===== config.mk =====
export PLATFORM = sky130hd
export DESIGN_NAME = wormhole_vc_mesh_router_core_flat
export DESIGN_NICKNAME = d
export VERILOG_FILES = /design/src/wvr_pkg.sv /design/src/wvr_stream_if.sv /design/src/wvr_flit_ram.sv /design/src/wormhole_vc_mesh_router_core.sv /design/src/flat_wrapper.sv
export SDC_FILE = /design/constraint.sdc
export NUM_CORES = 2
export LEC_CHECK = 0
export BUFFER_PORTS_ARGS = -buffer_cell sky130_fd_sc_hd__buf_2
export CORE_MARGIN = 3
export CORE_UTILIZATION = 63
export CTS_CLUSTER_SIZE = 28
export DETAILED_ROUTE_END_ITERATION = 7
export GPL_TIMING_DRIVEN = 0
export PLACE_DENSITY = 0.8
export SETUP_SLACK_MARGIN = 0.05
export SLEW_MARGIN = 20
export SYNTH_ARGS = -nofsm -noshare
export SYNTH_HDL_FRONTEND = slang
export SYNTH_HIERARCHICAL = 1
export SYNTH_SLANG_ARGS = --single-unit

===== constraint.sdc =====
create_clock -name clock -period 16.2 [get_ports clock]
set_input_delay 1.62 -clock clock [delete_from_list [all_inputs] [get_ports clock]]
set_output_delay 1.62 -clock clock [all_outputs]
set_load 0.05 [all_outputs]

===== src/wvr_pkg.sv =====
// package for the wormhole vc mesh router: sizes, codes, flit and word types
// no dependencies
package wvr_pkg;
   localparam int NumVcs = 2;
   localparam int BufferDepth = 4;
   localparam int PayloadBits = 32;
   localparam int NumPorts = 5;
   localparam int NumSlots = NumPorts * NumVcs;
   localparam int SlotBits = $clog2(NumSlots);
   localparam int PtrBits = (BufferDepth > 1) ? $clog2(BufferDepth) : 1;
   localparam int FillBits = $clog2(BufferDepth + 1);
   localparam int MemDepth = NumSlots * BufferDepth;
   localparam int MemAddrBits = $clog2(MemDepth);
   localparam logic [2:0] PortLocal = 3'd4;
   localparam logic [5:0] CreditMax = 6'd63;

   typedef enum logic [1:0] {
      OP_TICK = 2'd0, OP_ACCEPT = 2'd1, OP_CREDIT = 2'd2, OP_SET = 2'd3
   } op_type;

   localparam logic [1:0] FlitHead = 2'd0;
   localparam logic [1:0] FlitBody = 2'd1;
   localparam logic [1:0] FlitTail = 2'd2;
   localparam logic [1:0] FlitSingle = 2'd3;

   typedef struct packed {
      logic [1:0]  flit_type;
      logic [3:0]  dest_row;
      logic [3:0]  dest_col;
      logic [31:0] payload;
   } flit_type_s_type;

   typedef struct packed {
      logic [1:0]  opcode;
      logic [2:0]  port_dir;
      logic [2:0]  vc;
      logic [1:0]  flit_type;
      logic [3:0]  dest_row;
      logic [3:0]  dest_col;
      logic [31:0] payload;
      logic [5:0]  credit_count;
   } req_word_type;

   typedef struct packed {
      logic        kind;
      logic        accepted;
      logic [2:0]  out_dir;
      logic [2:0]  out_vc;
      logic [1:0]  out_flit_type;
      logic [3:0]  out_dest_row;
      logic [3:0]  out_dest_col;
      logic [31:0] out_payload;
      logic        last;
   } rsp_word_type;
endpackage


===== src/wvr_stream_if.sv =====
// valid/ready channel carrying one word of a given type
// no dependencies; the word type is a parameter
interface wvr_stream_if #(parameter type word_type = logic) ();
   logic     valid;
   logic     ready;
   word_type data;
   modport source (output valid, output data, input ready);
   modport sink (input valid, input data, output ready);
endinterface


===== src/wvr_flit_ram.sv =====
// flit buffer memory, one write and one registered read port
// depends on wvr_pkg
module wvr_flit_ram (
   input  logic                        clock,
   input  logic                        wr_en,
   input  logic [wvr_pkg::MemAddrBits-1:0] wr_addr,
   input  wvr_pkg::flit_type_s_type    wr_data,
   input  logic [wvr_pkg::MemAddrBits-1:0] rd_addr,
   output wvr_pkg::flit_type_s_type    rd_data
);
   import wvr_pkg::*;
   flit_type_s_type mem [MemDepth];

   // synchronous write and registered read
   always_ff @(posedge clock) begin
      if (wr_en) mem[wr_addr] <= wr_data;
      rd_data <= mem[rd_addr];
   end
endmodule


===== src/wormhole_vc_mesh_router_core.sv =====
// five-port wormhole vc router top level: control, state, allocation
// depends on wvr_pkg, wvr_stream_if and wvr_flit_ram
//
// usage
//   req channel carries one word per operation: enqueue a flit, return a
//   credit, set a credit count, or a router tick. rsp channel carries the
//   results: one accept response per enqueue, and up to five forwarded
//   flits per tick in output order (north, east, south, west, local), the
//   final one flagged by last. credit ops and idle ticks give no word.
//   csr port (apb style) holds my_row at 0x0 and my_col at 0x4.
// sequencing
//   one operation at a time. credit ops and enqueues are captured, then
//   executed. a tick is captured, then routes every slot in turn (one flit
//   ram read per slot), then per output port scans and, with a winner,
//   reads, emits and advances, then closes; the single read port of the
//   flit ram sets this order.
// reset
//   synchronous active-high reset clears fifo pointers, routes, locks,
//   credits and round-robin pointers; flit contents stay undefined.
// stall
//   while rsp_ready is low the pending word holds and no new word enters.
module wormhole_vc_mesh_router_core (
   input  logic        clock,
   input  logic        reset,
   wvr_stream_if.sink   req,
   wvr_stream_if.source rsp,
   input  logic        csr_psel,
   input  logic        csr_penable,
   input  logic        csr_pwrite,
   input  logic [2:0]  csr_paddr,
   input  logic [31:0] csr_pwdata,
   output logic [31:0] csr_prdata,
   output logic        csr_pready
);
   import wvr_pkg::*;

   typedef enum logic [2:0] {
      ST_IDLE, ST_EXEC, ST_ROUTE, ST_SCAN, ST_READ, ST_EMIT, ST_OUT
   } state_type;

   state_type state_ff;
   req_word_type req_ff;
   logic [3:0] my_row_ff, my_col_ff;
   logic [PtrBits-1:0] head_ff [NumSlots];
   logic [FillBits-1:0] fill_ff [NumSlots];
   logic [NumSlots-1:0] rvalid_ff, lock_ff;
   logic [2:0] rport_ff [NumSlots];
   logic [2:0] lport_ff [NumSlots];
   logic [5:0] credit_ff [NumSlots];
   logic [SlotBits-1:0] rr_ff [NumPorts];
   logic [2:0] od_ff;
   logic [SlotBits-1:0] best_ff;
   logic route_idx_valid_ff;
   logic [SlotBits-1:0] ridx_ff;
   logic have_ff;
   rsp_word_type stage_ff;
   rsp_word_type hold_ff;
   logic hold_valid_ff;

   // flit ram
   logic wr_en;
   logic [MemAddrBits-1:0] wr_addr, rd_addr;
   flit_type_s_type wr_data, rd_data;
   wvr_flit_ram u_ram (
      .clock(clock), .wr_en(wr_en), .wr_addr(wr_addr), .wr_data(wr_data),
      .rd_addr(rd_addr), .rd_data(rd_data)
   );

   // csr
   assign csr_pready = 1'b1;
   always_comb begin
      case (csr_paddr[2])
         1'b0:    csr_prdata = {28'd0, my_row_ff};
         default: csr_prdata = {28'd0, my_col_ff};
      endcase
   end
   always_ff @(posedge clock) begin
      if (reset) begin
         my_row_ff <= '0;
         my_col_ff <= '0;
      end else if (csr_psel && csr_penable && csr_pwrite) begin
         if (csr_paddr == 3'd0) my_row_ff <= csr_pwdata[3:0];
         else if (csr_paddr == 3'd4) my_col_ff <= csr_pwdata[3:0];
      end
   end

   // decoded request
   logic ok, acc_ok;
   logic [SlotBits-1:0] slot;
   logic hold_free, load_hold;
   rsp_word_type load_word;
   always_comb begin
      ok = (req_ff.port_dir < 3'(NumPorts)) && (req_ff.vc < 3'(NumVcs));
      slot = ok ? SlotBits'(req_ff.port_dir * NumVcs + req_ff.vc) : '0;
      acc_ok = ok && (fill_ff[slot] < FillBits'(BufferDepth));
   end

   // xy route of the flit just read
   function automatic logic [2:0] xy(input logic [3:0] r, input logic [3:0] c,
                                     input logic [3:0] mr, input logic [3:0] mc);
      logic [2:0] p;
      if (mc < c) p = 3'd1;
      else if (mc > c) p = 3'd3;
      else if (mr < r) p = 3'd2;
      else if (mr > r) p = 3'd0;
      else p = PortLocal;
      return p;
   endfunction

   // round-robin pick for output od_ff
   logic found;
   logic [SlotBits-1:0] pick;
   always_comb begin
      logic [SlotBits:0] cand;
      logic [SlotBits-1:0] s;
      found = 1'b0;
      pick = '0;
      for (int k = 0; k < NumSlots; k++) begin
         cand = (SlotBits+1)'(rr_ff[od_ff]) + (SlotBits+1)'(k);
         if (cand >= (SlotBits+1)'(NumSlots)) cand = cand - (SlotBits+1)'(NumSlots);
         s = cand[SlotBits-1:0];
         if (!found && rvalid_ff[s] && rport_ff[s] == od_ff && fill_ff[s] != '0 &&
             (od_ff == PortLocal ||
              credit_ff[SlotBits'(od_ff * NumVcs) + SlotBits'(s % NumVcs)] != '0)) begin
            found = 1'b1;
            pick = s;
         end
      end
   end

   // output register loading: accept response, staged flit, or final flit
   always_comb begin
      hold_free = !hold_valid_ff || rsp.ready;
      load_hold = 1'b0;
      load_word = stage_ff;
      case (state_ff)
         ST_EXEC: begin
            if (req_ff.opcode == OP_ACCEPT && hold_free) begin
               load_hold = 1'b1;
               load_word = '{1'b0, acc_ok, 3'd0, 3'd0, 2'd0, 4'd0, 4'd0, 32'd0, 1'b1};
            end
         end
         ST_EMIT: load_hold = have_ff && hold_free;
         ST_OUT: begin
            if (od_ff == PortLocal && have_ff && hold_free) begin
               load_hold = 1'b1;
               load_word.last = 1'b1;
            end
         end
         default: load_hold = 1'b0;
      endcase
   end

   // memory addressing
   always_comb begin
      logic [PtrBits:0] tail;
      tail = (PtrBits+1)'(head_ff[slot]) + (PtrBits+1)'(fill_ff[slot]);
      if (tail >= (PtrBits+1)'(BufferDepth)) tail = tail - (PtrBits+1)'(BufferDepth);
      wr_en = (state_ff == ST_EXEC) && (req_ff.opcode == OP_ACCEPT) && acc_ok &&
              hold_free;
      wr_addr = MemAddrBits'(slot * BufferDepth) + MemAddrBits'(tail[PtrBits-1:0]);
      wr_data = '{req_ff.flit_type, req_ff.dest_row, req_ff.dest_col,
                  32'(PayloadBits'(req_ff.payload))};
      case (state_ff)
         ST_ROUTE: rd_addr = MemAddrBits'(ridx_ff * BufferDepth) +
                             MemAddrBits'(head_ff[ridx_ff]);
         default:  rd_addr = MemAddrBits'(best_ff * BufferDepth) +
                             MemAddrBits'(head_ff[best_ff]);
      endcase
   end

   assign req.ready = (state_ff == ST_IDLE);
   assign rsp.valid = hold_valid_ff;
   assign rsp.data = hold_ff;

   // control sequencer with all router state but the csr registers
   always_ff @(posedge clock) begin
      if (reset) begin
         state_ff <= ST_IDLE;
         hold_valid_ff <= 1'b0;
         rvalid_ff <= '0;
         lock_ff <= '0;
         route_idx_valid_ff <= 1'b0;
         have_ff <= 1'b0;
         od_ff <= '0;
         ridx_ff <= '0;
         best_ff <= '0;
         for (int i = 0; i < NumSlots; i++) begin
            head_ff[i] <= '0;
            fill_ff[i] <= '0;
            rport_ff[i] <= '0;
            lport_ff[i] <= '0;
            credit_ff[i] <= '0;
         end
         for (int i = 0; i < NumPorts; i++) rr_ff[i] <= '0;
      end else begin
         if (load_hold) begin
            hold_ff <= load_word;
            hold_valid_ff <= 1'b1;
         end else if (rsp.ready) begin
            hold_valid_ff <= 1'b0;
         end
         case (state_ff)
            ST_IDLE: begin
               if (req.valid) begin
                  req_ff <= req.data;
                  state_ff <= ST_EXEC;
               end
            end
            ST_EXEC: begin
               case (req_ff.opcode)
                  OP_ACCEPT: begin
                     if (hold_free) begin
                        if (acc_ok) fill_ff[slot] <= fill_ff[slot] + 1'b1;
                        state_ff <= ST_IDLE;
                     end
                  end
                  OP_CREDIT: begin
                     if (ok && credit_ff[slot] < CreditMax)
                        credit_ff[slot] <= credit_ff[slot] + 1'b1;
                     state_ff <= ST_IDLE;
                  end
                  OP_SET: begin
                     if (ok) credit_ff[slot] <= req_ff.credit_count;
                     state_ff <= ST_IDLE;
                  end
                  default: begin
                     ridx_ff <= '0;
                     route_idx_valid_ff <= 1'b0;
                     state_ff <= ST_ROUTE;
                  end
               endcase
            end
            // one slot per cycle: read head flit, compute route next cycle
            ST_ROUTE: begin
               if (route_idx_valid_ff) begin
                  if (fill_ff[best_ff] != '0) begin
                     if (lock_ff[best_ff]) begin
                        rvalid_ff[best_ff] <= 1'b1;
                        rport_ff[best_ff] <= lport_ff[best_ff];
                     end else if (rd_data.flit_type == FlitHead ||
                                  rd_data.flit_type == FlitSingle) begin
                        rvalid_ff[best_ff] <= 1'b1;
                        rport_ff[best_ff] <= xy(rd_data.dest_row, rd_data.dest_col,
                                                my_row_ff, my_col_ff);
                     end
                  end
               end
               best_ff <= ridx_ff;
               if (route_idx_valid_ff && best_ff == SlotBits'(NumSlots - 1)) begin
                  route_idx_valid_ff <= 1'b0;
                  od_ff <= '0;
                  have_ff <= 1'b0;
                  state_ff <= ST_SCAN;
               end else begin
                  route_idx_valid_ff <= 1'b1;
                  if (ridx_ff != SlotBits'(NumSlots - 1)) ridx_ff <= ridx_ff + 1'b1;
               end
            end
            ST_SCAN: begin
               if (found) begin
                  best_ff <= pick;
                  state_ff <= ST_READ;
               end else if (od_ff == PortLocal) begin
                  state_ff <= ST_OUT;
               end else begin
                  od_ff <= od_ff + 1'b1;
               end
            end
            ST_READ: state_ff <= ST_EMIT;
            // update state for winner, stage word (previous one goes out first)
            ST_EMIT: begin
               if (!have_ff || hold_free) begin
                  stage_ff <= '{1'b1, 1'b0, od_ff, 3'(best_ff % NumVcs), rd_data.flit_type,
                                rd_data.dest_row, rd_data.dest_col, rd_data.payload, 1'b0};
                  have_ff <= 1'b1;
                  state_ff <= ST_OUT;
                  head_ff[best_ff] <= (head_ff[best_ff] == PtrBits'(BufferDepth - 1)) ?
                                      '0 : head_ff[best_ff] + 1'b1;
                  fill_ff[best_ff] <= fill_ff[best_ff] - 1'b1;
                  if (rd_data.flit_type == FlitHead) begin
                     lock_ff[best_ff] <= 1'b1;
                     lport_ff[best_ff] <= od_ff;
                  end else if (rd_data.flit_type == FlitTail ||
                               rd_data.flit_type == FlitSingle) begin
                     lock_ff[best_ff] <= 1'b0;
                     rvalid_ff[best_ff] <= 1'b0;
                  end else if (!lock_ff[best_ff]) begin
                     rvalid_ff[best_ff] <= 1'b0;
                  end
                  if (od_ff != PortLocal) begin
                     if (credit_ff[SlotBits'(od_ff * NumVcs) + SlotBits'(best_ff % NumVcs)]
                         != '0)
                        credit_ff[SlotBits'(od_ff * NumVcs) + SlotBits'(best_ff % NumVcs)] <=
                           credit_ff[SlotBits'(od_ff * NumVcs) +
                                     SlotBits'(best_ff % NumVcs)] - 1'b1;
                  end
                  rr_ff[od_ff] <= (best_ff == SlotBits'(NumSlots - 1)) ?
                                  '0 : best_ff + 1'b1;
               end
            end
            // move on to next output, or flush the staged word with last
            ST_OUT: begin
               if (od_ff != PortLocal) begin
                  od_ff <= od_ff + 1'b1;
                  state_ff <= ST_SCAN;
               end else if (!have_ff) begin
                  state_ff <= ST_IDLE;
               end else if (hold_free) begin
                  have_ff <= 1'b0;
                  state_ff <= ST_IDLE;
               end
            end
            default: state_ff <= ST_IDLE;
         endcase
      end
   end
endmodule


===== src/flat_wrapper.sv =====
// flat-port wrapper written by rule: the top's interface ports become plain ports
module wormhole_vc_mesh_router_core_flat import wvr_pkg::*;
  (clock, reset, csr_psel, csr_penable, csr_pwrite, csr_paddr, csr_pwdata, csr_prdata, csr_pready, req_valid, req_data, req_ready, rsp_valid, rsp_data, rsp_ready);
  wvr_stream_if #(.word_type(req_word_type)) req_i ();
  wvr_stream_if #(.word_type(rsp_word_type)) rsp_i ();
  input  logic clock;
  input  logic reset;
  input  logic csr_psel;
  input  logic csr_penable;
  input  logic csr_pwrite;
  input  logic [2:0] csr_paddr;
  input  logic [31:0] csr_pwdata;
  output logic [31:0] csr_prdata;
  output logic csr_pready;
  input wire logic [$bits(req_i.valid)-1:0] req_valid;
  input wire logic [$bits(req_i.data)-1:0] req_data;
  output wire logic [$bits(req_i.ready)-1:0] req_ready;
  output wire logic [$bits(rsp_i.valid)-1:0] rsp_valid;
  output wire logic [$bits(rsp_i.data)-1:0] rsp_data;
  input wire logic [$bits(rsp_i.ready)-1:0] rsp_ready;
  assign req_i.valid = req_valid;
  assign req_i.data = req_data;
  assign req_ready = req_i.ready;
  assign rsp_valid = rsp_i.valid;
  assign rsp_data = rsp_i.data;
  assign rsp_i.ready = rsp_ready;
  wormhole_vc_mesh_router_core u_core (.clock(clock), .reset(reset), .req(req_i), .rsp(rsp_i), .csr_psel(csr_psel), .csr_penable(csr_penable), .csr_pwrite(csr_pwrite), .csr_paddr(csr_paddr), .csr_pwdata(csr_pwdata), .csr_prdata(csr_prdata), .csr_pready(csr_pready));
endmodule

=== Word-level counts from Yosys, hierarchy flattened ===
Memories as Yosys holds them, arrays and structs flattened. A register that Yosys moved wholly into a read port is not among the register bits.
Index checks and enable logic that the tools add are counted.
Widths: inputs -> output; s select.

* Register bits: 198
* RAM bits: 1870
* Input port bits: 98
* Output and inout bits: 86
* Word-level logic and storage cells: 507
* Memories kept: 7

* Add/sub/neg operators: 44
* Order comparisons: 31
* Equality and inequality tests: 44
* Multiplexer cells: 203
* Bitwise gates (word level): 9
* Reductions and logical operators: 134

{| class="wikitable"
|+ Memory list
! name !! depth !! bits a word !! rd ports !! clocked after memory_dff !! wr ports !! line !! source
|-
| u_core.u_ram.mem || 40 || 42 || 1 || 1 || 1 || wvr_flit_ram.sv:12 || <nowiki>flit_type_s_type mem [MemDepth];</nowiki>
|-
| u_core.credit_ff || 10 || 6 || 12 || 0 || 10 || wormhole_vc_mesh_router_core.sv:49 || <nowiki>logic [5:0] credit_ff [NumSlots];</nowiki>
|-
| u_core.fill_ff || 10 || 3 || 12 || 1 || 10 || wormhole_vc_mesh_router_core.sv:45 || <nowiki>logic [FillBits-1:0] fill_ff [NumSlots];</nowiki>
|-
| u_core.lport_ff || 10 || 3 || 1 || 1 || 10 || wormhole_vc_mesh_router_core.sv:48 || <nowiki>logic [2:0] lport_ff [NumSlots];</nowiki>
|-
| u_core.rport_ff || 10 || 3 || 10 || 0 || 10 || wormhole_vc_mesh_router_core.sv:47 || <nowiki>logic [2:0] rport_ff [NumSlots];</nowiki>
|-
| u_core.head_ff || 10 || 2 || 3 || 2 || 10 || wormhole_vc_mesh_router_core.sv:44 || <nowiki>logic [PtrBits-1:0] head_ff [NumSlots];</nowiki>
|-
| 1 more memories || - || - || - || - || - || - ||
|}

{| class="wikitable"
|+ Operator list
! cell !! count
|-
| $mux 4 || 43
|-
| $mux 10 || 10
|-
| $mux 3 || 30
|-
| $mux 1 || 89
|-
| $reduce_bool 6->1 || 11
|-
| $lt 4x5->1 const B || 11
|-
| $logic_and 1x1->1 || 53
|-
| $mux 51 || 1
|-
| $mux 48 || 1
|-
| $ge 5x4->1 const B || 9
|-
| $add 4x1->4 || 11
|-
| $bmux 1 s4 || 11
|-
| $sub 4x4->4 const B || 10
|-
| $reduce_bool 3->1 || 13
|-
| $eq 3x3->1 || 10
|-
| $mux 6 || 4
|-
| $pmux 3 s7 || 1
|-
| $add 4x3->5 const B || 4
|-
| $and 10x10->10 || 2
|-
| $or 10x10->10 || 2
|-
| $pmux 10 s2 || 1
|-
| $add 6x2->6 || 3
|-
| $pmux 4 s2 || 2
|-
| $eq 3x3->1 const B || 5
|-
| 53 further kinds || 128
|}

=== Depth between registers and ports, before layout ===
* Depth in word-level cells: 66
* Gate-level depth with buffers: 28
* Depth with buffers taken out: 21

=== Cells and area by module ===
Netlist, hierarchy kept.

{| class="wikitable"
|+ By module, submodules not included
! module !! times used !! cells each !! area each (um^2) !! seq. area each (um^2)
|-
| wvr_flit_ram || 1 || 3343 || 66363.6 || 51289.2
|-
| wormhole_vc_mesh_router_core || 1 || 2677 || 30166.4 || 14784.2
|}

=== Worst setup path before layout ===
No wires, ideal clock.

* Kind: reg2reg
* Start: reg (tool-made name)
* End: reg (tool-made name)
* Library setup time: 0.071 ns
* Data arrival time: 6.896 ns
* Data required time: 16.129 ns
* Slack: 9.234 ns
* Stages on the path, launching flop included: 27
* Buffers on the path: 8
* Clock period less this slack: 6.966 ns
* Cells stage by stage: dfxtp_1 buf_6 buf_8 mux2_2 o22a_4 nand2_4 buf_4 buf_4 buf_1 buf_1 ha_1 inv_1 buf_1 clkbuf_1 ha_1 o21ai_1 a221o_1 xnor2_2 mux4_2 mux2i_1 xnor2_1 nand4_1 and3b_1 and3_4 a21oi_2 or4_1 a21oi_1

==> reports/results.ini <==
[status]
status=completed

[global_routing]
first_global_vias=59466
grt_max_degree=41
grt_usage_pct=36.71
antenna_found_initial=7
grt-ovfl-total=0
grt_first_pass_wirelength_mm=415.8

[placement]
placed_cell_area_mm2=0.1024
dp_hpwl_mm=195.0
io_buffer_count=123
routabilityCongestion=0.9884

[sta]
finalSetupViolCount=0
timing.setup.tns_ns=0
rsz0062_at_grt=no
fin_worst_skew_ns=0.07987
worstMarginPinSlew_ns=1.234
holdWs_ns=0.4013
period_needed_ns=9.766
finalHoldViolCount=0
drv_slew=0
relSlewSlack_pct=17.72
fmaxAchievable_ghz=0.1024
min_period_over_period_pct=60.28

[worst_setup_path]
crit_path_top_delay_cell=nor4_2
path_max_fanout=11
critPathRequiredTime_ns=16.88
setup.worst_path.class=reg2reg
cpMostUsedCell=buf_1
rr_worst_depth=28
cp-end-kind=flip-flop
reg2reg_slack_ns=6.43
max_stage_delay_ns=0.93
timing.rr.end=u_core/best_ff[0]$_SDFFE_PP0P_
critPathLaunchType=flip-flop
arrival_ns=10.45

[yosys]
synth_cell_types=112
avgSynthCellArea_um2=16.03
synth_cells=6020
ys_seq_area_share_pct=68.45
ys_ff_latch=2233
yosys_warnings=6
ys.flop_type=edfxtp_1
synth_area_mm2=0.09653
synth_edf_count=2135
async_reset_ff_share_pct=0

[floorplan]
io_pins=184
fp.dieH_um=397.4
die_w_um=397.4
core_mm2=0.1521
fp.dieArea_mm2=0.1580
core.rowCount=143
initial_utilization_pct=63.47

[finish]
stdcell_area_mm2=0.1098
fin_util_pct=72.19
final_cell_mix=edfxtp_1, mux2i_1, nand2_1, nor2_1, clkbuf_1
area_growth_pct=13.73
fin_nets=6674
drive_above_1_share_pct=18.10
final_common_cell=edfxtp_1
num-fill-cells=9190

[clock_tree]
cts_buffers=210
cts_resized=0
cts_setup_buffers=0
cts.sinks=2233
clockBufferDepth=3
clk_latency_ns=0.86
h-tree-depth=4
clockRootBuffer=clkbuf_16
cts_tree=yes
clk_pin_slew_ns=0.06
holdBufCountCts=0

[power_and_ir_drop]
leakagePower_uw=0.03660
power_density_mw_per_mm2=153.4
irDropWorstVdd_mv=0.1520

[detailed_routing]
routedWlPerCell_um=33.62
drcViolationCount=0
firstDrtPassIters=8
vias=61290
vias_per_cell=7.011
first_iter_violations=9185
finalWirelength_mm=293.9
drtAntennaViolNets=0

[min_path]
hold_path.startpoint=u_core/u_ram/rd_data[26]$_DFF_P_
min_path_cells=0
hold_path_class=reg2reg
min_to=u_core/stage_ff[27]$_DFFE_PP_

[flow_run]
drv_cap=0

## report_power, final
| part | internal, uW | switching [uW] | total [uW] |
|---|---|---|---|
| registers | 6590 | 125 | 6720 |
| logic | 1950 | 3240 | 5190 |
| clock network | 2760 | 2180 | 4930 |
| total | 11300 | 5540 | 16800 |
## cell usage after synthesis, drive strengths merged (52+ instances only)
cell,count,area share [%]
a21oi,169,0.88
a221oi,89,1.0
a22o,88,0.80
a22oi,181,1.4
and2,55,0.36
buf,200,1.4
clkbuf,207,0.84
dfxtp,98,2.0
edfxtp,2135,66
inv,73,0.29
mux2,68,0.80
mux2i,840,8.7
mux4,221,5.2
nand2,323,1.3
nand3,67,0.35
nor2,340,1.3
nor2b,59,0.40
nor3,70,0.37
o21ai,101,0.54
o22ai,67,0.43
o41ai,54,0.84
xnor2,52,0.50
## metrics by stage
stage	power, uW	setup WS, ns	std cells
after floorplan	10100	9.234	6049
after global routing	17230	6.002	8737
after CTS	16700	6.638	8708
final	16840	6.434	8742
after detailed placement	11770	6.629	8317
after global placement	11640	3.774	8202
## how the worst max path moves through the flow
stage | startpoint | endpoint | slack (ns)
after floorplan | flip-flop | flip-flop | 9.23
after global placement | u_core/req_ff[52]$_DFFE_PP_ | u_core/u_ram/mem[16][21]$_DFFE_PP_ | 3.77
after detailed placement | flip-flop | u_core/best_ff[0]$_SDFFE_PP0P_ | 6.63
after CTS | flip-flop | u_core/best_ff[0]$_SDFFE_PP0P_ | 6.64
after global routing | flip-flop | u_core/best_ff[0]$_SDFFE_PP0P_ | 6.00
final | flip-flop | u_core/best_ff[0]$_SDFFE_PP0P_ | 6.43
## state kept, by name (all words and copies together) (netlist names), 32 cells and up, named ones only
signal	count
u_core/u_ram/mem	1680
u_core/credit_ff	96
u_core/req_ff	56
u_core/rsp.data	49
u_core/fill_ff	48
u_core/lport_ff	48
u_core/rport_ff	48
u_core/stage_ff	46
u_core/u_ram/rd_data	42
u_core/head_ff	32
u_core/rr_ff	32
## routing by layer
metal	global-route usage (%)	wire (um)	share of wire, %
met5	0	49	0.017
met4	20.20	20210	6.9
met3	7.495	33170	11
met2	57.87	137400	47
met1	48.36	103100	35
## area by class of cell
| cell class | instances | area, um^2 | area share (%) |
|---|---|---|---|
| Inverter | 83 | 326.6 | 0.2975 |
| Sequential cell | 2233 | 66070 | 60.18 |
| Multi-Input combinational cell | 3326 | 28470 | 25.93 |
| Clock buffer | 286 | 5793 | 5.277 |
| Clock inverter | 105 | 1127 | 1.027 |
| Tap cell | 2030 | 2540 | 2.314 |
| Buffer | 407 | 2146 | 1.955 |
| Antenna cell | 5 | 12.51 | 0.01140 |
| Timing Repair Buffer | 267 | 3298 | 3.004 |
## critical path, delay by kind of cell (launching register included)
family                     cells  cell delay, ns
xor gates and xnor gates       1            0.15
DFF                            1            0.33
muxes                          2            0.95
and+or+nand+nor                8            1.94
adders and majority gates      2            0.73
buffers and inverters         12            4.72
AOI/OAI and AO/OA              3            0.79
## kinds of logic (layout without fill, tap and decap cells)
family	after synthesis	count (layout)	synth area share, %
flip-flops	2233	2233	68.45
multiplexers	1129	1129	14.68
AND/OR/NAND/NOR	1093	1093	5.344
AO/OA/AOI/OAI	967	967	7.797
buffers and inverters	490	1148	2.539
XOR/XNOR	58	58	0.5496
adder cells (fa/ha/maj)	48	48	0.6377
other	2	36	0.007780
Power figures use the tool's default switching activity.
